### src/bdel_pkg.sv
// shared types, codes and constants of the button debounce and e-stop latch block
package bdel_pkg;

	// configuration port
	localparam int CFG_W = 16;
	localparam int STAMP_IN_W = 48;
	localparam int CNT_W = 8;
	localparam int THR_W = 27;

	typedef enum logic [0:0] {
		CFG_LONG_PRESS = 1'b0,
		CFG_DEBOUNCE   = 1'b1
	} cfg_reg_t;

	localparam logic [15:0] LONG_PRESS_RESET = 16'd3000;
	localparam logic [CNT_W-1:0] DEBOUNCE_RESET = 8'd3;
	localparam logic [CNT_W-1:0] CNT_MAX = 8'hFF;
	localparam logic [9:0] US_PER_MS = 10'd1000;

	// queue between front and back
	localparam int FIFO_DEPTH = 4;
	localparam int FIFO_PTR_W = 2;
	localparam int FIFO_CNT_W = 3;

	typedef enum logic [0:0] {
		KIND_SAMPLE = 1'b0,
		KIND_RESET  = 1'b1
	} kind_t;

	typedef enum logic [2:0] {
		EV_NONE         = 3'd0,
		EV_RUN_PRESS    = 3'd1,
		EV_RUN_RELEASE  = 3'd2,
		EV_STOP_PRESS   = 3'd3,
		EV_STOP_RELEASE = 3'd4,
		EV_STOP_LONG    = 3'd5,
		EV_ESTOP_ON     = 3'd6,
		EV_ESTOP_RESET  = 3'd7
	} event_t;

	typedef enum logic [1:0] {
		RS_NONE    = 2'd0,
		RS_CLEARED = 2'd1,
		RS_REFUSED = 2'd2
	} status_t;

	typedef struct packed {
		kind_t                 kind;
		logic                  run_level;
		logic                  stop_level;
		logic                  estop_level;
		logic [STAMP_IN_W-1:0] time_us;
	} in_item_t;

	typedef struct packed {
		event_t  event_res;
		status_t reset_status;
		logic    run_held;
		logic    stop_held;
		logic    estop_active;
		logic    last;
	} out_item_t;

	// one classified input transaction: up to three events plus the states after it
	typedef struct packed {
		event_t     ev0;
		event_t     ev1;
		event_t     ev2;
		logic [1:0] last_idx;
		status_t    status;
		logic       run_held;
		logic       stop_held;
		logic       estop_active;
	} job_t;

	typedef struct packed {
		logic             we;
		cfg_reg_t         addr;
		logic [CFG_W-1:0] data;
	} cfg_wr_t;

	// stop fires long once elapsed_us / 1000 > limit, i.e. elapsed_us >= (limit + 1) * 1000
	function automatic logic [THR_W-1:0] long_thresh(input logic [15:0] limit_ms);
		logic [THR_W-1:0] lim_ext;
		lim_ext = THR_W'(limit_ms) + THR_W'(1);
		return lim_ext * THR_W'(US_PER_MS);
	endfunction

endpackage

### src/button_debounce_estop_latch.sv
// top level of the debounced run/stop buttons with long press and latched e-stop
//
// Input side is a queue: drive in_data and push, a transaction is taken at a clock edge
// with push high and full low. A sample transaction (kind sample) debounces run and stop,
// checks the stop long press and updates the e-stop latch; a reset transaction tries
// to clear the latch and reports cleared or refused.
// Result side is a queue too: while empty is low the oldest result sits on out_data, and
// pop at an edge with empty low takes it. Each transaction gives one to three results,
// the final one marked by last.
// The front end classifies one transaction per cycle while full is low into a 4-deep
// job queue; the back end emits one result per cycle from the queue head through an
// output register while it is empty or popped. A taken transaction is queued, then
// its results enter the output register in turn, so sustained rate is one result per
// cycle, one transaction per cycle when each gives a single result. If pop stays low
// the output register holds, the queue fills and full rises; push is then refused
// until results drain. Reset empties the queue, clears all button and latch state and
// loads long press limit 3000 ms and debounce count 3. The user writes configuration
// (cfg_we, cfg_addr, cfg_data) only while no transaction is in flight; not enforced.
module button_debounce_estop_latch #(
	parameter int TIME_BITS = 48
) (
	input  logic                           clk,
	input  logic                           arst_n,
	input  logic                           push,
	output logic                           full,
	input  bdel_pkg::in_item_t             in_data,
	output logic                           empty,
	input  logic                           pop,
	output bdel_pkg::out_item_t            out_data,
	input  logic                           cfg_we,
	input  bdel_pkg::cfg_reg_t             cfg_addr,
	input  logic [bdel_pkg::CFG_W-1:0]     cfg_data
);

	bdel_pkg::cfg_wr_t cfg;
	bdel_pkg::job_t    job;
	bdel_pkg::job_t    head;
	logic              accept;
	logic              q_full;
	logic              q_nonempty;
	logic              deq;
	logic              out_valid;

	assign cfg.we   = cfg_we;
	assign cfg.addr = cfg_addr;
	assign cfg.data = cfg_data;
	assign accept   = push && !q_full;
	assign full     = q_full;
	assign empty    = !out_valid;

	// classification and state
	bdel_front #(
		.TIME_BITS(TIME_BITS)
	) u_front (
		.clk    (clk),
		.arst_n (arst_n),
		.cfg    (cfg),
		.accept (accept),
		.item   (in_data),
		.job    (job)
	);

	// job queue
	bdel_fifo u_fifo (
		.clk      (clk),
		.arst_n   (arst_n),
		.wr_en    (accept),
		.wr_job   (job),
		.rd_en    (deq),
		.rd_job   (head),
		.full     (q_full),
		.nonempty (q_nonempty)
	);

	// result sequencing
	bdel_back u_back (
		.clk        (clk),
		.arst_n     (arst_n),
		.head       (head),
		.head_valid (q_nonempty),
		.pop        (pop),
		.deq        (deq),
		.out_valid  (out_valid),
		.out_item   (out_data)
	);

	// a reset transaction gives exactly one result with no event
	a_reset_single: assert property (@(posedge clk) disable iff (!arst_n)
		(!empty && out_data.reset_status != bdel_pkg::RS_NONE)
		|-> (out_data.last && out_data.event_res == bdel_pkg::EV_NONE))
		else $error("reset status on a non-final or event result");

	// long press only while stop is held
	a_long_held: assert property (@(posedge clk) disable iff (!arst_n)
		(!empty && out_data.event_res == bdel_pkg::EV_STOP_LONG) |-> out_data.stop_held)
		else $error("stop long event without stop held");

	// e-stop on leaves the latch set
	a_estop_on: assert property (@(posedge clk) disable iff (!arst_n)
		(!empty && out_data.event_res == bdel_pkg::EV_ESTOP_ON) |-> out_data.estop_active)
		else $error("estop on event with latch clear");

	// the back end never retires a job from an empty queue
	a_deq_nonempty: assert property (@(posedge clk) disable iff (!arst_n)
		deq |-> q_nonempty)
		else $error("dequeue from empty job queue");

	// a popped non-final result is followed by more results of the same transaction
	a_more_follows: assert property (@(posedge clk) disable iff (!arst_n)
		(pop && !empty && !out_data.last) |=> !empty)
		else $error("result stream broken inside a transaction");

endmodule

### src/bdel_front.sv
// front end: debounce, long press and e-stop state, classifies each transaction into a job
module bdel_front #(
	parameter int TIME_BITS = 48
) (
	input  logic               clk,
	input  logic               arst_n,
	input  bdel_pkg::cfg_wr_t  cfg,
	input  logic               accept,
	input  bdel_pkg::in_item_t item,
	output bdel_pkg::job_t     job
);

	// configuration
	logic [bdel_pkg::THR_W-1:0] thresh_q;
	logic [bdel_pkg::CNT_W-1:0] debounce_q;

	// button state
	logic                       run_prev_q;
	logic [bdel_pkg::CNT_W-1:0] run_cnt_q;
	logic                       run_pressed_q;
	logic                       stop_prev_q;
	logic [bdel_pkg::CNT_W-1:0] stop_cnt_q;
	logic                       stop_pressed_q;
	logic [TIME_BITS-1:0]       stop_stamp_q;
	logic                       stop_fired_q;
	logic                       estop_latch_q;
	logic                       estop_prev_q;

	logic                       is_reset;
	logic                       run_raw;
	logic                       stop_raw;
	logic                       estop_pin;
	logic [TIME_BITS-1:0]       now;
	logic [bdel_pkg::CNT_W-1:0] run_cnt_nx;
	logic [bdel_pkg::CNT_W-1:0] stop_cnt_nx;
	logic                       run_chg;
	logic                       stop_deb;
	logic                       stop_chg;
	logic                       stop_pressed_nx;
	logic                       stop_fired_after;
	logic [TIME_BITS-1:0]       stop_stamp_nx;
	logic [TIME_BITS-1:0]       elapsed;
	logic                       long_hit;
	logic                       estop_on;
	logic                       estop_rel;
	logic                       estop_latch_nx;
	logic                       run_pressed_nx;
	bdel_pkg::event_t           ev_run;
	bdel_pkg::event_t           ev_stop;
	bdel_pkg::event_t           ev_estop;
	logic                       run_v;
	logic                       stop_v;
	logic                       estop_v;
	bdel_pkg::event_t           slot [3];
	logic [1:0]                 n_ev;

	// configuration writes
	always_ff @(posedge clk or negedge arst_n) begin
		if (!arst_n) begin
			thresh_q   <= bdel_pkg::long_thresh(bdel_pkg::LONG_PRESS_RESET);
			debounce_q <= bdel_pkg::DEBOUNCE_RESET;
		end else if (cfg.we) begin
			unique case (cfg.addr)
				bdel_pkg::CFG_LONG_PRESS: thresh_q <= bdel_pkg::long_thresh(cfg.data);
				bdel_pkg::CFG_DEBOUNCE:   debounce_q <= cfg.data[bdel_pkg::CNT_W-1:0];
				default:                  debounce_q <= debounce_q;
			endcase
		end
	end

	// pin decode, pins are active low
	assign is_reset  = (item.kind == bdel_pkg::KIND_RESET);
	assign run_raw   = ~item.run_level;
	assign stop_raw  = ~item.stop_level;
	assign estop_pin = ~item.estop_level;
	assign now       = TIME_BITS'(item.time_us);

	// saturating stable counters
	always_comb begin
		if (run_raw != run_prev_q)
			run_cnt_nx = '0;
		else if (run_cnt_q == bdel_pkg::CNT_MAX)
			run_cnt_nx = bdel_pkg::CNT_MAX;
		else
			run_cnt_nx = run_cnt_q + bdel_pkg::CNT_W'(1);
		if (stop_raw != stop_prev_q)
			stop_cnt_nx = '0;
		else if (stop_cnt_q == bdel_pkg::CNT_MAX)
			stop_cnt_nx = bdel_pkg::CNT_MAX;
		else
			stop_cnt_nx = stop_cnt_q + bdel_pkg::CNT_W'(1);
	end

	// run debounce
	assign run_chg        = (run_cnt_nx >= debounce_q) && (run_raw != run_pressed_q);
	assign run_pressed_nx = run_chg ? run_raw : run_pressed_q;

	// stop debounce and long press
	assign stop_deb         = (stop_cnt_nx >= debounce_q);
	assign stop_chg         = stop_deb && (stop_raw != stop_pressed_q);
	assign stop_pressed_nx  = stop_chg ? stop_raw : stop_pressed_q;
	assign stop_fired_after = stop_chg ? 1'b0 : stop_fired_q;
	assign stop_stamp_nx    = (stop_chg && stop_raw) ? now : stop_stamp_q;
	assign elapsed          = now - stop_stamp_nx;
	assign long_hit = stop_deb && stop_pressed_nx && !stop_fired_after
		&& (elapsed >= TIME_BITS'(thresh_q));

	// e-stop latch
	assign estop_on  = estop_pin && !estop_latch_q;
	assign estop_rel = !estop_pin && estop_latch_q && estop_prev_q;
	always_comb begin
		if (is_reset)
			estop_latch_nx = estop_pin ? estop_latch_q : 1'b0;
		else
			estop_latch_nx = estop_latch_q | estop_pin;
	end

	// event candidates in output order
	assign run_v    = run_chg;
	assign ev_run   = run_raw ? bdel_pkg::EV_RUN_PRESS : bdel_pkg::EV_RUN_RELEASE;
	assign stop_v   = stop_chg || long_hit;
	assign ev_stop  = stop_chg ? (stop_raw ? bdel_pkg::EV_STOP_PRESS : bdel_pkg::EV_STOP_RELEASE)
		: bdel_pkg::EV_STOP_LONG;
	assign estop_v  = estop_on || estop_rel;
	assign ev_estop = estop_on ? bdel_pkg::EV_ESTOP_ON : bdel_pkg::EV_ESTOP_RESET;

	// pack the events into consecutive slots
	always_comb begin
		slot[0] = bdel_pkg::EV_NONE;
		slot[1] = bdel_pkg::EV_NONE;
		slot[2] = bdel_pkg::EV_NONE;
		n_ev    = 2'd0;
		if (!is_reset) begin
			if (run_v) begin
				slot[n_ev] = ev_run;
				n_ev = n_ev + 2'd1;
			end
			if (stop_v) begin
				slot[n_ev] = ev_stop;
				n_ev = n_ev + 2'd1;
			end
			if (estop_v) begin
				slot[n_ev] = ev_estop;
				n_ev = n_ev + 2'd1;
			end
		end
	end

	// job for the queue
	always_comb begin
		job.ev0          = slot[0];
		job.ev1          = slot[1];
		job.ev2          = slot[2];
		job.last_idx     = (n_ev == 2'd0) ? 2'd0 : n_ev - 2'd1;
		job.estop_active = estop_latch_nx;
		if (is_reset) begin
			job.status    = estop_pin ? bdel_pkg::RS_REFUSED : bdel_pkg::RS_CLEARED;
			job.run_held  = run_pressed_q;
			job.stop_held = stop_pressed_q;
		end else begin
			job.status    = bdel_pkg::RS_NONE;
			job.run_held  = run_pressed_nx;
			job.stop_held = stop_pressed_nx;
		end
	end

	// state update on each accepted transaction
	always_ff @(posedge clk or negedge arst_n) begin
		if (!arst_n) begin
			run_prev_q     <= 1'b0;
			run_cnt_q      <= '0;
			run_pressed_q  <= 1'b0;
			stop_prev_q    <= 1'b0;
			stop_cnt_q     <= '0;
			stop_pressed_q <= 1'b0;
			stop_stamp_q   <= '0;
			stop_fired_q   <= 1'b0;
			estop_latch_q  <= 1'b0;
			estop_prev_q   <= 1'b0;
		end else if (accept) begin
			estop_latch_q <= estop_latch_nx;
			if (!is_reset) begin
				run_prev_q     <= run_raw;
				run_cnt_q      <= run_cnt_nx;
				run_pressed_q  <= run_pressed_nx;
				stop_prev_q    <= stop_raw;
				stop_cnt_q     <= stop_cnt_nx;
				stop_pressed_q <= stop_pressed_nx;
				stop_stamp_q   <= stop_stamp_nx;
				stop_fired_q   <= stop_fired_after || long_hit;
				estop_prev_q   <= estop_pin;
			end
		end
	end

endmodule

### src/bdel_fifo.sv
// short job queue between the front end and the result sequencer
module bdel_fifo (
	input  logic           clk,
	input  logic           arst_n,
	input  logic           wr_en,
	input  bdel_pkg::job_t wr_job,
	input  logic           rd_en,
	output bdel_pkg::job_t rd_job,
	output logic           full,
	output logic           nonempty
);

	bdel_pkg::job_t                   mem [bdel_pkg::FIFO_DEPTH];
	logic [bdel_pkg::FIFO_PTR_W-1:0] wr_ptr_q;
	logic [bdel_pkg::FIFO_PTR_W-1:0] rd_ptr_q;
	logic [bdel_pkg::FIFO_CNT_W-1:0] count_q;

	assign full     = (count_q == bdel_pkg::FIFO_CNT_W'(bdel_pkg::FIFO_DEPTH));
	assign nonempty = (count_q != '0);
	assign rd_job   = mem[rd_ptr_q];

	// storage
	always_ff @(posedge clk) begin
		if (wr_en)
			mem[wr_ptr_q] <= wr_job;
	end

	// pointers and fill level
	always_ff @(posedge clk or negedge arst_n) begin
		if (!arst_n) begin
			wr_ptr_q <= '0;
			rd_ptr_q <= '0;
			count_q  <= '0;
		end else begin
			if (wr_en)
				wr_ptr_q <= wr_ptr_q + bdel_pkg::FIFO_PTR_W'(1);
			if (rd_en)
				rd_ptr_q <= rd_ptr_q + bdel_pkg::FIFO_PTR_W'(1);
			if (wr_en && !rd_en)
				count_q <= count_q + bdel_pkg::FIFO_CNT_W'(1);
			else if (rd_en && !wr_en)
				count_q <= count_q - bdel_pkg::FIFO_CNT_W'(1);
		end
	end

endmodule

### src/bdel_back.sv
// back end: walks queued jobs, one result per cycle into the output register when free
module bdel_back (
	input  logic                clk,
	input  logic                arst_n,
	input  bdel_pkg::job_t      head,
	input  logic                head_valid,
	input  logic                pop,
	output logic                deq,
	output logic                out_valid,
	output bdel_pkg::out_item_t out_item
);

	logic                out_valid_q;
	bdel_pkg::out_item_t out_q;
	logic [1:0]          idx_q;
	logic                slot_free;
	logic                take;
	logic                at_last;
	bdel_pkg::event_t    ev_sel;

	assign slot_free = !out_valid_q || pop;
	assign take      = slot_free && head_valid;
	assign at_last   = (idx_q == head.last_idx);
	assign deq       = take && at_last;
	assign out_valid = out_valid_q;
	assign out_item  = out_q;

	// pick the event at the current position in the job
	always_comb begin
		unique case (idx_q)
			2'd0:    ev_sel = head.ev0;
			2'd1:    ev_sel = head.ev1;
			2'd2:    ev_sel = head.ev2;
			default: ev_sel = bdel_pkg::EV_NONE;
		endcase
	end

	// result payload
	always_ff @(posedge clk) begin
		if (take) begin
			out_q.event_res    <= ev_sel;
			out_q.reset_status <= head.status;
			out_q.run_held     <= head.run_held;
			out_q.stop_held    <= head.stop_held;
			out_q.estop_active <= head.estop_active;
			out_q.last         <= at_last;
		end
	end

	// output valid and position within the job
	always_ff @(posedge clk or negedge arst_n) begin
		if (!arst_n) begin
			out_valid_q <= 1'b0;
			idx_q       <= 2'd0;
		end else begin
			if (take)
				out_valid_q <= 1'b1;
			else if (pop)
				out_valid_q <= 1'b0;
			if (deq)
				idx_q <= 2'd0;
			else if (take)
				idx_q <= idx_q + 2'd1;
		end
	end

endmodule

### config.mk
export PLATFORM = sky130hd
export DESIGN_NAME = button_debounce_estop_latch
export DESIGN_NICKNAME = d
export VERILOG_FILES = /design/src/bdel_pkg.sv /design/src/button_debounce_estop_latch.sv /design/src/bdel_front.sv /design/src/bdel_fifo.sv /design/src/bdel_back.sv
export SDC_FILE = /design/constraint.sdc
export NUM_CORES = 1
export LEC_CHECK = 0
export ABC_AREA = 1
export BUFFER_PORTS_ARGS = -buffer_cell sky130_fd_sc_hd__buf_2
export CAP_MARGIN = 20
export CORE_ASPECT_RATIO = 1.4
export CORE_UTILIZATION = 30
export CTS_BUF_LIST = sky130_fd_sc_hd__clkbuf_4
export DETAILED_ROUTE_END_ITERATION = 8
export PLACE_DENSITY = 0.44
export SYNTH_ARGS = -nofsm -noshare
export SYNTH_HDL_FRONTEND = slang
export SYNTH_HIERARCHICAL = 1
export SYNTH_SLANG_ARGS = --single-unit
### constraint.sdc
create_clock -name clk -period 8.8 [get_ports clk]
set_input_delay 1.76 -clock clk [delete_from_list [all_inputs] [get_ports clk]]
set_output_delay 1.76 -clock clk [all_outputs]
set_load 0.03 [all_outputs]
### Word-level counts from Yosys, hierarchy flattened

Memory sizes are Yosys's and may differ from the RTL's.
Index checks and enable logic that the tools add are counted.

* output and inout port bits: 11
* logic and storage cells: 141
* memory bits (writable): 64
* register bits after elaboration: 122
* memories kept: 1

Memory list
* u_fifo.mem: words 4, width 16, read ports 1, clocked after memory_dff 0, write ports 1, RTL line bdel_fifo.sv:13 `bdel_pkg::job_t mem [bdel_pkg::FIFO_DEPTH];`

* bitwise gates (word level): 8
* reduce and logical (&&, ||, !) cells: 35
* multiplexer cells: 44
* multipliers: 1
* eq/ne operators: 10
* add/sub/neg operators: 12
* $lt $le $gt $ge: 7

Operators by type and width (number)
* $ge 48x27->1: 1
* $mux 48: 1
* $sub 48x48->48: 1
* $mux 9: 4
* $mux 8: 4
* $mul 27x7->24 const B: 1
* $mux 3: 8
* $mux 2: 10
* $bwmux 9: 2
* $add 16x1->17 const B: 1
* $add 8x1->8 const B: 2
* $eq 8x8->1 const B: 2
* $ge 8x8->1: 2
* $logic_and 1x1->1: 16
* $demux 3 s2: 2
* $mux 1: 11
* $add 2x1->2 const B: 5
* $pmux 3 s3: 1
* $ge 3x3->1 const B: 2
* $logic_not 1->1: 6
* $lt 3x1->1 const B: 2
* $not 2->3: 2
* $reduce_and 2->1: 3
* $reduce_bool 2->1: 3
* other kinds (14): 25

### Longest topological paths before layout

* depth in word-level cells: 21
* mapped depth: 50
* gate-level depth less buffers: 48

### Modules after synthesis

Netlist, hierarchy kept.

Modules (own cells, without submodules)
* bdel_front: cells an instance 1670, area an instance 12117.9 um^2, times used 1, seq. area each 2593.7 um^2
* bdel_fifo: cells an instance 235, area an instance 3211.8 um^2, times used 1, seq. area each 2097.0 um^2
* bdel_back: cells an instance 59, area an instance 568.0 um^2, times used 1, seq. area each 345.3 um^2
* button_debounce_estop_latch: cells an instance 3, area an instance 13.8 um^2, times used 1, seq. area each 0.0 um^2

### Least setup slack after synthesis

Ideal clock, no wire load.

* path type: input port to flip-flop
* from: in in_data[49] (netlist bit)
* to: mem u_fifo/mem[0][6] (netlist bit) (data pin)
* data arrival time: 7.407 ns
* slack: 1.154 ns
* cell stages on the path: 35
* data required time: 8.561 ns
* cells stage by stage: xnor2_1 -> inv_1 -> o21ai_0 -> a31oi_1 -> ha_1 -> a21o_1 -> nor2_2 -> nand3_2 -> nand2_4 -> buf_8 -> clkbuf_1 -> o21ai_0 -> ha_1 -> fa_1 -> o31ai_4 -> a21oi_1 -> o21ai_0 -> xor2_1 -> inv_1 -> ha_1 -> inv_1 -> o31ai_1 -> a21oi_1 -> o21a_1 -> o21ai_0 -> nand4_1 -> a211oi_1 -> nand3_1 -> nand3_1 -> o21ai_2 -> nand2_2 -> ha_1 -> inv_1 -> nor2_1 -> nor4_1

RTL lines
* start, declared: RTL line button_debounce_estop_latch.sv:26 `input bdel_pkg::in_item_t in_data,`
* end, declared: RTL line bdel_fifo.sv:13

==> flow_metrics.py <==
metrics = {
    "outcome": {
        "outcome": "finished clean",
    },
    "sta": {
        "worstMarginPinSlew_ps": 911,
        "fin_crit_sh_pct": 91.0,
        "finalSetupViolCount": 0,
        "min_period_ps": 8010,
        "setup_tns_ps": 0,
        "clock_skew_ps": 51.6,
        "layout_setup_ws_ps": 791,
        "timing.fmax_mhz": 125,
        "max-slew-margin-rel_pct": 39.3,
        "rsz0062_at_grt": "no",
        "hold_viol": 0,
        "slew_violations": 0,
    },
    "critical_path": {
        "cpPeakStageDelay_ps": 470,
        "r2r_start": "u_front/stop_cnt_q[0]",
        "cp.depth": 37,
        "cpMaxStageDelayCell": "nor4_1",
        "crit_arrival_ps": 8380,
        "rr_worst_depth": 40,
        "crit_family": "simple AND/OR/NAND/NOR gates",
        "crit_type": "input pin to flop",
        "end_kind": "flop",
        "worstPathMaxFanout": 17,
        "worstPathRequired_ps": 9170,
        "cp-start-kind": "input pin",
        "startpoint": "in_data[49]",
        "endpoint": "u_fifo/mem[0][6]",
        "cpMostUsedCell": "ha_1",
        "rrSetupSlack_ps": 1030,
        "worst-path-buf-inv": 5,
        "r2r_end": "u_fifo/mem[0][6]",
    },
    "global_routing": {
        "grt_use_total_pct": 16.0,
        "antenna_found_initial": 6,
        "grt_pass1_vias": 13000,
        "grt_overflow": 0,
        "grt_pass1_wl_um": 67500,
        "grt_max_degree": 80,
    },
    "logic_synthesis": {
        "syn_avg_cell_area_um2": 8.09,
        "syn_nets": 2255,
        "yosysWarnings": 6,
        "seq_area_frac_synth_pct": 31.7,
        "syn_area_um2": 15900,
        "synthFlopType": "dfrtp_1",
        "ys_ff_latch": 186,
        "synth_cell_types": 57,
        "syn_inst": 1967,
        "synth_enable_flop_cells": 73,
        "synth_async_sr_flop_share_pct": 60.8,
    },
    "cts": {
        "cts_tree": "yes",
        "clkSinkCount": 186,
        "cts_resized": 0,
        "cts_root_buf": "clkbuf_4",
        "postCtsSetupRepairBufs": 0,
        "holdBufCountCts": 0,
        "clock_latency_ps": 670,
        "cts_buffers": 17,
        "path_clk_slew_ps": 170,
        "cts_max_level": 4,
        "clockBufferDepth": 2,
    },
    "hold_path": {
        "min_path_type": "flop to flop",
    },
    "detailed_routing": {
        "drtPass1Iterations": 5,
        "post-route-drc-count": 0,
        "routedWlPerCell_um": 15.0,
        "drt_iter0_markers": 557,
        "totalWireLength_um": 41400,
        "antenna_left": 0,
        "viasPerCell": 4.55,
        "vias": 12600,
    },
    "final_layout": {
        "stdcell_count": 2765,
        "syn_to_final_growth_pct": 9.74,
        "nNetsFinal": 2332,
        "final_util_pct": 33.4,
        "layout-drive-gt1-share_pct": 12.2,
    },
    "placement": {
        "port_buffers": 84,
        "routabilityCongestion": 0.893,
        "place_ws_ps": 139,
        "dp_cells": 2730,
        "dp_hpwl_um": 33500,
    },
    "floorplanning": {
        "io_pins": 85,
        "dieArea_um2": 54000,
        "rows": 99,
        "die_x_um": 197,
        "die_h_um": 274,
        "core-area_um2": 52300,
        "initial_core_util_pct": 30.4,
    },
    "power_and_ir_drop": {
        "power_uw": 5600,
        "p_leak_uw": 0.00837,
        "power_density_nw_per_um2": 320,
        "peakVddDrop_mv": 0.0949,
    },
    "flow_run": {
        "maxCapViolCount": 0,
    },
}
==> power breakdown <==
group | switching (µW) | internal (µW) | leakage (µW)
logic | 2300 | 1360 | 0.00605
clock network | 409 | 153 | 0.000183
registers | 136 | 1240 | 0.00214
==> cell usage in the layout, fill, tap and decap left out, types with 5 or more instances in the layout <==
master and instances:
nand2_2 52, xor2_1 44, xnor2_1 19, dfstp_2 13
inv_1 353, nand3_1 54, a31oi_1 21, nor2_1 130
a211oi_1 8, clkinv_8 6, nand2_1 384, nor3_1 34
fa_1 59, o211ai_1 11, mux2i_1 27, ha_1 155
buf_4 13, o21a_1 12, a21oi_1 110, buf_2 83
edfxtp_1 73, nor4_1 7, o21ai_0 173, nand3_2 5
nand4_1 13, o211ai_2 24, clkbuf_4 17, dfrtp_1 99
==> synthesized netlist by cell type (all sizes together) (3+ instances only) <==
master	count	area, µm²
ha	155	1940
o21a	12	90.1
nor3	35	180
a21o	4	30.0
edfxtp	73	2190
fa	59	1180
nor2	134	513
o31ai	4	43.8
dfstp	13	342
mux2i	27	270
clkbuf	24	90.1
nand4	14	103
or2	4	25.0
nand3	60	338
xnor2	19	166
nand2	440	1810
inv	357	1340
o211ai	35	383
a31oi	21	131
nand3b	3	22.5
buf	16	175
dfrtp	100	2500
a211oi	8	60.1
o21ai	175	880
xor2	45	402
a21oi	111	559
nor4	8	56.3
==> cell type report <==
type / instances / area, µm²
Fill cell: 5672 / 34800
Multi-Input combinational cell: 1382 / 9260
Sequential cell: 186 / 5040
Inverter: 359 / 1350
Tap cell: 707 / 885
Timing Repair Buffer: 98 / 568
Clock inverter: 15 / 228
Clock buffer: 17 / 128
Antenna cell: 1 / 2.50
==> per-layer routing <==
layer / global-route usage [%] / part of all wire (%) / wire (µm)
met5: 0 / 0.15 / 64
met4: 5.77 / 2.6 / 1080
met3: 2.19 / 2.2 / 929
met2: 29.4 / 51 / 21200
met1: 18.7 / 44 / 18100
==> worst register-to-register path: cells and delay by family, from the launching register on <==
| kind | cells | cell delay [ps] |
|---|---|---|
| and+or+nand+nor | 19 | 2800 |
| AOI/OAI and AO/OA | 10 | 1820 |
| buffers and inverters | 4 | 590 |
| adders and majority gates | 5 | 1480 |
| muxes | 1 | 150 |
| xor gates and xnor gates | 1 | 210 |
| DFF | 1 | 420 |
==> how the worst min path moves through the flow <==
stage                                    start                    to  slack, ps  cells after the start
final                      u_front/thresh_q[3]   u_front/thresh_q[3]        500                      2
after global routing      u_front/thresh_q[18]  u_front/thresh_q[18]        530                      2
after CTS                  u_front/thresh_q[3]   u_front/thresh_q[3]        500                      2
after detailed placement     u_fifo/count_q[2]     u_fifo/count_q[2]        460                      2
after global placement       u_fifo/count_q[2]     u_fifo/count_q[2]        460                      2
after floorplan              u_fifo/count_q[2]     u_fifo/count_q[2]        440                      2
==> logic make-up after synthesis <==
kind of cell	share of synthesized area (%)
XOR/XNOR	3.57
buffers and inverters	10.2
multiplexers	1.70
flip-flops	31.7
adder cells (fa/ha/maj)	19.6
AO/OA/AOI/OAI	14.1
AND/OR/NAND/NOR	19.2
==> sequential cells by signal, indices dropped and copies added, names as in the netlist, 2 cells and up <==
register,cells
u_fifo/mem,64
u_front/stop_stamp_q,48
u_front/thresh_q,24
u_back/out_item,9
u_front/debounce_q,8
u_front/run_cnt_q,8
u_front/stop_cnt_q,8
u_fifo/count_q,3
u_back/idx_q,2
u_fifo/rd_ptr_q,2
u_fifo/wr_ptr_q,2
==> stage by stage <==
step / hold slack [ps] / instance area [µm²]
after global routing: 526 / 17500
after floorplan: 442 / 15900
final: 497 / 17500
after CTS: 500 / 17400
after detailed placement: 460 / 17000
after global placement: 457 / 17000
(Power assumes the default switching activity.)
